### src/hdl/qts_pkg.sv
// ----------------------------------------------------------------------------
// qts_pkg: shared types and constants of the quantum thread scheduler
// Operation codes, field widths and the input and result word layouts.
// ----------------------------------------------------------------------------
package qts_pkg;

    // Default sizing of the slot table
    localparam int THREAD_SLOTS_DEF = 16;
    localparam int QUANTUM_BITS_DEF = 8;

    // Fixed widths of the word fields
    localparam int OP_W          = 2;
    localparam int SLOT_FIELD_W  = 4;
    localparam int PRIO_W        = 6;
    localparam int QUANT_FIELD_W = 8;
    localparam int PROC_W        = 8;

    // Operation codes; code 3 is unused and ignored
    localparam logic [OP_W-1:0] OP_SET   = 2'd0;
    localparam logic [OP_W-1:0] OP_YIELD = 2'd1;
    localparam logic [OP_W-1:0] OP_SCHED = 2'd2;

    typedef struct packed {
        logic [OP_W-1:0]          operation;
        logic [SLOT_FIELD_W-1:0]  slot;
        logic [PRIO_W-1:0]        priority_req;
        logic                     running;
        logic [QUANT_FIELD_W-1:0] quantum;
        logic [PROC_W-1:0]        process_id;
    } qts_in_t;

    typedef struct packed {
        logic [SLOT_FIELD_W-1:0] chosen_slot;
        logic                    chose_idle;
        logic                    context_switch;
        logic                    address_switch;
        logic                    recalculated;
    } qts_out_t;

endpackage

### src/hdl/quantum_thread_scheduler.sv
// ----------------------------------------------------------------------------
// quantum_thread_scheduler: epoch-based goodness scheduler over a slot table
// Set and yield update the table; schedule scans it for the runnable slot
// with the largest remaining quantum and refills all quanta when it is zero.
// ----------------------------------------------------------------------------
// Timing: a set or a yield word is taken and produces no result.
// A schedule word runs one scan pass over the table through a single read
// port, one slot per cycle, into the result register. When the best
// runnable quantum is zero a refill pass follows over the same port.
// The input side is not ready while a schedule is in progress; a finished
// result waits in the output register while the next word is taken. No
// clearing pass is needed after reset: only the runnable flags are
// cleared, and a slot's stored fields are read for a choice only after a
// set has written them.
module quantum_thread_scheduler
    import qts_pkg::*;
#(
    parameter int THREAD_SLOTS = THREAD_SLOTS_DEF,
    parameter int QUANTUM_BITS = QUANTUM_BITS_DEF
) (
    input  logic     aclk,
    input  logic     aresetn,
    input  logic     s_valid,
    output logic     s_ready,
    input  qts_in_t  s_data,
    output logic     m_valid,
    input  logic     m_ready,
    output qts_out_t m_data
);

    localparam int SLOT_W = (THREAD_SLOTS > 1) ? $clog2(THREAD_SLOTS) : 1;
    localparam int THR_W  = $clog2(THREAD_SLOTS + 1);
    localparam int CNT_W  = $clog2(THREAD_SLOTS + 1);
    localparam int SUM_W  = ((QUANTUM_BITS > PRIO_W) ? QUANTUM_BITS : PRIO_W) + 1;

    localparam logic [THR_W-1:0]        IDLE_THREAD = THR_W'(THREAD_SLOTS);
    localparam logic [CNT_W-1:0]        CNT_END     = CNT_W'(THREAD_SLOTS);
    localparam logic [SUM_W-1:0]        QMAX_SUM    = SUM_W'((1 << QUANTUM_BITS) - 1);
    localparam logic [QUANTUM_BITS-1:0] QMAX        = '1;

    typedef enum logic [1:0] {
        ST_IDLE,
        ST_SCAN,
        ST_REFILL,
        ST_FINISH
    } state_t;

    state_t                  state_reg;
    logic [CNT_W-1:0]        cnt_reg;
    logic                    pipe_vld_reg;
    logic [SLOT_W-1:0]       pipe_idx_reg;
    logic                    found_reg;
    logic [QUANTUM_BITS-1:0] best_q_reg;
    logic [SLOT_W-1:0]       choice_reg;
    logic                    refill_reg;
    logic [THREAD_SLOTS-1:0] runnable_reg;
    logic [THR_W-1:0]        cur_thread_reg;
    logic [PROC_W-1:0]       cur_proc_reg;
    logic                    m_valid_reg;
    qts_out_t                m_data_reg;

    // Slot table storage
    logic [PRIO_W-1:0]       prio_mem  [THREAD_SLOTS];
    logic [QUANTUM_BITS-1:0] quant_mem [THREAD_SLOTS];
    logic [PROC_W-1:0]       proc_mem  [THREAD_SLOTS];
    logic [PRIO_W-1:0]       prio_rd_reg;
    logic [QUANTUM_BITS-1:0] quant_rd_reg;
    logic [PROC_W-1:0]       proc_rd_reg;

    logic                    in_fire;
    logic                    out_free;
    logic                    slot_ok;
    logic [SLOT_W-1:0]       set_addr;
    logic [QUANTUM_BITS-1:0] set_quant;
    logic [SLOT_W-1:0]       scan_addr;
    logic                    cur_is_slot;
    logic                    quant_we;
    logic [SLOT_W-1:0]       quant_waddr;
    logic [QUANTUM_BITS-1:0] quant_wdata;
    logic                    table_we;
    logic [SUM_W-1:0]        refill_sum;
    logic [QUANTUM_BITS-1:0] refill_q;
    logic                    pass_done;
    logic [THR_W-1:0]        choice_full;
    logic [PROC_W-1:0]       choice_proc;
    logic [SLOT_W+SLOT_FIELD_W-1:0]          slot_ext;
    logic [QUANTUM_BITS+QUANT_FIELD_W-1:0]   quant_ext;
    logic [SLOT_W+SLOT_FIELD_W-1:0]          choice_ext;

    // Handshake and field conversions
    assign s_ready   = (state_reg == ST_IDLE);
    assign in_fire   = s_valid && s_ready;
    assign out_free  = !m_valid_reg || m_ready;
    assign m_valid   = m_valid_reg;
    assign m_data    = m_data_reg;

    assign slot_ext  = {{SLOT_W{1'b0}}, s_data.slot};
    assign set_addr  = slot_ext[SLOT_W-1:0];
    assign slot_ok   = (int'(s_data.slot) < THREAD_SLOTS);
    assign quant_ext = {{QUANTUM_BITS{1'b0}}, s_data.quantum};
    assign set_quant = quant_ext[QUANTUM_BITS-1:0];
    assign scan_addr = cnt_reg[SLOT_W-1:0];
    assign cur_is_slot = (cur_thread_reg != IDLE_THREAD);
    assign pass_done = (cnt_reg == CNT_END) && !pipe_vld_reg;

    // Refill value: priority plus a quarter of the old quantum, saturated
    assign refill_sum = SUM_W'(prio_rd_reg) + SUM_W'(quant_rd_reg >> 2);
    assign refill_q   = (refill_sum > QMAX_SUM) ? QMAX : refill_sum[QUANTUM_BITS-1:0];

    // Result fields of the finished scan
    assign choice_full = found_reg ? THR_W'(choice_reg) : IDLE_THREAD;
    assign choice_proc = found_reg ? proc_rd_reg : '0;
    assign choice_ext  = {{SLOT_FIELD_W{1'b0}}, choice_reg};

    // Steer the table write ports
    always_comb begin
        table_we    = in_fire && (s_data.operation == OP_SET) && slot_ok;
        quant_we    = table_we;
        quant_waddr = set_addr;
        quant_wdata = set_quant;
        if (in_fire && (s_data.operation == OP_YIELD) && cur_is_slot) begin
            quant_we    = 1'b1;
            quant_waddr = cur_thread_reg[SLOT_W-1:0];
            quant_wdata = '0;
        end
        if ((state_reg == ST_REFILL) && pipe_vld_reg) begin
            quant_we    = 1'b1;
            quant_waddr = pipe_idx_reg;
            quant_wdata = refill_q;
        end
    end

    // Quantum memory: one write port, one registered read port
    always_ff @(posedge aclk) begin
        if (quant_we) begin
            quant_mem[quant_waddr] <= quant_wdata;
        end
        quant_rd_reg <= quant_mem[scan_addr];
    end

    // Priority memory
    always_ff @(posedge aclk) begin
        if (table_we) begin
            prio_mem[set_addr] <= s_data.priority_req;
        end
        prio_rd_reg <= prio_mem[scan_addr];
    end

    // Process memory, read at the current choice
    always_ff @(posedge aclk) begin
        if (table_we) begin
            proc_mem[set_addr] <= s_data.process_id;
        end
        proc_rd_reg <= proc_mem[choice_reg];
    end

    // Sequencer: scan pass, optional refill pass, result load
    always_ff @(posedge aclk) begin
        if (!aresetn) begin
            state_reg      <= ST_IDLE;
            cnt_reg        <= '0;
            pipe_vld_reg   <= 1'b0;
            found_reg      <= 1'b0;
            refill_reg     <= 1'b0;
            runnable_reg   <= '0;
            cur_thread_reg <= IDLE_THREAD;
            cur_proc_reg   <= '0;
            m_valid_reg    <= 1'b0;
        end else begin
            // drop the result once taken, unless a new one loads in its place
            if (m_valid_reg && m_ready && !((state_reg == ST_FINISH) && out_free)) begin
                m_valid_reg <= 1'b0;
            end
            unique case (state_reg)
                ST_IDLE: begin
                    if (table_we) begin
                        runnable_reg[set_addr] <= s_data.running;
                    end
                    if (in_fire && (s_data.operation == OP_SCHED)) begin
                        state_reg    <= ST_SCAN;
                        cnt_reg      <= '0;
                        pipe_vld_reg <= 1'b0;
                        found_reg    <= 1'b0;
                        best_q_reg   <= '0;
                        choice_reg   <= '0;
                        refill_reg   <= 1'b0;
                    end
                end
                ST_SCAN: begin
                    // advance the read address
                    if (cnt_reg != CNT_END) begin
                        cnt_reg      <= cnt_reg + 1'b1;
                        pipe_vld_reg <= 1'b1;
                        pipe_idx_reg <= scan_addr;
                    end else begin
                        pipe_vld_reg <= 1'b0;
                    end
                    // keep the first runnable slot with a strictly larger quantum
                    if (pipe_vld_reg && runnable_reg[pipe_idx_reg] &&
                        (!found_reg || (quant_rd_reg > best_q_reg))) begin
                        found_reg  <= 1'b1;
                        best_q_reg <= quant_rd_reg;
                        choice_reg <= pipe_idx_reg;
                    end
                    if (pass_done) begin
                        if (found_reg && (best_q_reg == '0)) begin
                            state_reg  <= ST_REFILL;
                            cnt_reg    <= '0;
                            refill_reg <= 1'b1;
                        end else begin
                            state_reg <= ST_FINISH;
                        end
                    end
                end
                ST_REFILL: begin
                    if (cnt_reg != CNT_END) begin
                        cnt_reg      <= cnt_reg + 1'b1;
                        pipe_vld_reg <= 1'b1;
                        pipe_idx_reg <= scan_addr;
                    end else begin
                        pipe_vld_reg <= 1'b0;
                    end
                    if (pass_done) begin
                        state_reg <= ST_FINISH;
                    end
                end
                ST_FINISH: begin
                    // hold until the output register is free
                    if (out_free) begin
                        m_valid_reg                <= 1'b1;
                        m_data_reg.chosen_slot     <= found_reg ?
                            choice_ext[SLOT_FIELD_W-1:0] : '0;
                        m_data_reg.chose_idle      <= !found_reg;
                        m_data_reg.context_switch  <= (choice_full != cur_thread_reg);
                        m_data_reg.address_switch  <= (choice_proc != '0) &&
                                                      (choice_proc != cur_proc_reg);
                        m_data_reg.recalculated    <= refill_reg;
                        cur_thread_reg             <= choice_full;
                        cur_proc_reg               <= choice_proc;
                        state_reg                  <= ST_IDLE;
                    end
                end
                default: begin
                    state_reg <= ST_IDLE;
                end
            endcase
        end
    end

    // An idle choice carries slot zero and never a refill or address switch
    assert property (@(posedge aclk) disable iff (!aresetn)
        (m_valid && m_data.chose_idle) |->
            ((m_data.chosen_slot == '0) && !m_data.address_switch &&
             !m_data.recalculated))
        else $error("idle choice with inconsistent result fields");

    // A schedule word blocks the input side in the following cycle
    assert property (@(posedge aclk) disable iff (!aresetn)
        (s_valid && s_ready && (s_data.operation == OP_SCHED)) |=> !s_ready)
        else $error("input ready right after a schedule word");

    // A new result appears only out of the finish step
    assert property (@(posedge aclk) disable iff (!aresetn)
        $rose(m_valid) |-> $past(state_reg == ST_FINISH))
        else $error("result loaded outside the finish step");

endmodule

### config.mk
export PLATFORM = sky130hd
export DESIGN_NAME = quantum_thread_scheduler
export DESIGN_NICKNAME = d
export VERILOG_FILES = /design/src/hdl/qts_pkg.sv /design/src/hdl/quantum_thread_scheduler.sv
export SDC_FILE = /design/constraint.sdc
export NUM_CORES = 1
export LEC_CHECK = 0
export CAP_MARGIN = 20
export CORE_MARGIN = 2
export CORE_UTILIZATION = 60
export CTS_BUF_LIST = sky130_fd_sc_hd__clkbuf_8
export CTS_CLUSTER_SIZE = 12
export DETAILED_ROUTE_END_ITERATION = 6
export DONT_BUFFER_PORTS = 1
export PLACE_DENSITY = 0.78
export SLEW_MARGIN = 20
export SYNTH_ARGS = -nofsm -noshare
export SYNTH_HDL_FRONTEND = slang
export SYNTH_SLANG_ARGS = --single-unit
### constraint.sdc
create_clock -name aclk -period 8.48 [get_ports aclk]
set_input_delay 0.424 -clock aclk [delete_from_list [all_inputs] [get_ports aclk]]
set_output_delay 0.424 -clock aclk [all_outputs]
set_load 0.005 [all_outputs]
==> run metrics <==
run status complete, no violations; Crit path largest cell delay 830 ps; Final min period 3330 ps; Vias/cell 6.27; initial antenna violation count 3; Final nets 1,078; Setup crit end kind flip-flop; Yosys cell types 53; clock sink count 438; CP delay by family, top simple AND/OR/NAND/NOR gates; synth warn 0; Power Density 240 nW/um^2; DR iter-0 viols 906; critical path, cell by cell inv_1 > ha_1 > and4b_1 > o21ai_2 > a22oi_1 > a21oi_2 > o21ai_1 > nor4_2; worst clock skew 37.1 ps; Syn Std Cell Area 17,500 um^2; CTS HTree Levels 3; ys async rst share 0%; setup tns final 0 ps; die span in y 175 um; first-pass GRT wire length 56,400 um; register area share after synthesis 71.4%; dpl cells 1,318; Mapped Nets 1,012; Clock transition at path regs 60 ps; worst skew pair latency 620 ps; largest registers proc_mem (128), quant_mem (128), prio_mem (96); Setup violations, final 0; commonest non-fill, non-tap cell in the layout edfxtp_1; Final Hold Vio Count 0; global-route usage over all layers 25.1%; Post-CTS Resized 0; Die Footprint 30,600 um^2; critical path peak fanout 10; Slew HR 24.0%; port bufs 0; HPWL Detailed 22,200 um; Min-Delay Path Class in -> reg; largest net degree at the start of global routing 62; Pleak 6.46 nW; grt met2 use 38.5%; f_max 301 MHz; DIE WIDTH 175 um; slowest cell on the critical path nor4_2; Mapped Cells 957; Clock Tree Root clkbuf_8; max-capacitance violation count 0; GPL Wtd Cong 0.859; core area 28,800 um^2; post-route clock period utilization 39.2%; Routed wire per std cell 25.4 um; Rows 62; detailed-route wire length 37,300 um; CTS Buf Count 71; kind of critical path reg -> reg; met1 Track Usage GR 36.3%; CTS tree yes; fin cells 1,469; router iterations before antenna repair 5; fin. max-slew vios 0; Max VDD drop 0.000128 V; synth-to-layout area growth 12.6%; share of cells above drive strength 1 24.4%; Hold Buf Count CTS 16; initial core utilization 61.0%; Tightest Pin Transition 1140 ps; Detail Route Antenna Nets 0; Buf/Inv on CP 1; fill count 1,752; clk buf depth 3; layer with the highest usage met2; Synth Register Bits 438; total gr overflow 0; Top FF cell, synth edfxtp_1; Avg Inst Size Synth 18.3 um^2; number of global-route vias before repair 9,299; CP required 8690 ps; DRC 0; I/O pin count 43; RSZ-0062 raised after global routing false; number of flops mapped to enable cells by yosys 376; CP startpoint kind flip-flop; GRT met3 Usage 5.66%; via count 9,214; Post-CTS Setup Bufs 0; Tot Pwr 4.75 mW; arrival time worst endpoint 3540 ps; most frequent cells in the layout 376 x edfxtp_1, 111 x mux4_2, 77 x clkbuf_8
worst paths after layout:
path / cells after the start / end / slack (ps) / start
worst max-delay path: 8 / quant_mem[11][7] / 5150 / state_reg[0]
worst min register to register: 0 / m_data[0] / 470 / refill_reg
worst min-delay path: 2 / runnable_reg[7] / 10 / s_data[16]
worst max register to register: 8 / quant_mem[11][7] / 5150 / state_reg[0]
routing by layer:
metal	share of wire (%)	wire length [um]	vias up
li1	-	-	3996
met1	42	15500	4704
met2	48	17800	453
met3	8.4	3130	61
met4	2.2	806	0
met5	0	0	-
power by group:
part           switching (mW)  internal, mW  leakage, nW
sequential             0.0640          2.41         3.91
clock                   0.847         0.984        0.838
combinational           0.247         0.201         1.71
logic make-up after synthesis:
logic type | Yosys count | synth area share [%]
flops | 438 | 71.4
compound gates | 110 | 4.18
mux | 120 | 15.1
simple gates | 189 | 5.54
buf+inv | 66 | 1.53
fa+ha+maj | 22 | 1.61
xor+xnor | 12 | 0.599
per-stage QoR:
stage / utilization, % / hold WS, ps / worst slack [ps] / instance area, um^2
after floorplan: - / 403 / 5490 / 17500
after global placement: 62.8 / 454 / 5300 / 18100
after detailed placement: 62.8 / 443 / 5140 / 18100
after CTS: 68.4 / 0.560 / 5100 / 19700
after global routing: 68.7 / 3.55 / 4990 / 19800
final: 68.7 / 14.4 / 5150 / 19800
worst register-to-register path: cells and delay by family (launching register included):
family | cells | cell delay, ps
and+or+nand+nor | 2 | 1150
AOI/OAI and AO/OA | 4 | 950
DFF | 1 | 360
adders and majority gates | 1 | 350
buffers and inverters | 1 | 120
layout make-up:
| type | count | area (um^2) | area share, % |
|---|---|---|---|
| Sequential cell | 438 | 12500 | 63.4 |
| Clock inverter | 53 | 392 | 1.98 |
| Clock buffer | 77 | 1060 | 5.36 |
| Multi-Input combinational cell | 453 | 4860 | 24.6 |
| Antenna cell | 5 | 12.5 | 0.0633 |
| Inverter | 18 | 67.6 | 0.342 |
| Timing Repair Buffer | 41 | 358 | 1.81 |
| Tap cell | 384 | 480 | 2.43 |
cells in the mapped netlist (8+ instances only):
| library cell | n | area, um^2 |
|---|---|---|
| dfxtp_1 | 62 | 1240 |
| a21boi_0 | 27 | 203 |
| nand3_1 | 24 | 120 |
| nor4_1 | 12 | 75.1 |
| nor2_1 | 34 | 128 |
| buf_2 | 11 | 55.1 |
| mux4_2 | 111 | 2500 |
| xnor2_1 | 8 | 70.1 |
| nor2b_1 | 11 | 68.8 |
| inv_1 | 18 | 67.6 |
| edfxtp_1 | 376 | 11300 |
| ha_1 | 21 | 263 |
| nand3b_1 | 10 | 75.1 |
| nand2_1 | 47 | 176 |
| nor3_1 | 8 | 40.0 |
| clkbuf_1 | 29 | 109 |
| and2_1 | 18 | 113 |
| a21oi_1 | 12 | 60.1 |
| o21ai_0 | 33 | 165 |
Note: power is estimated with default switching activity, not from simulation.
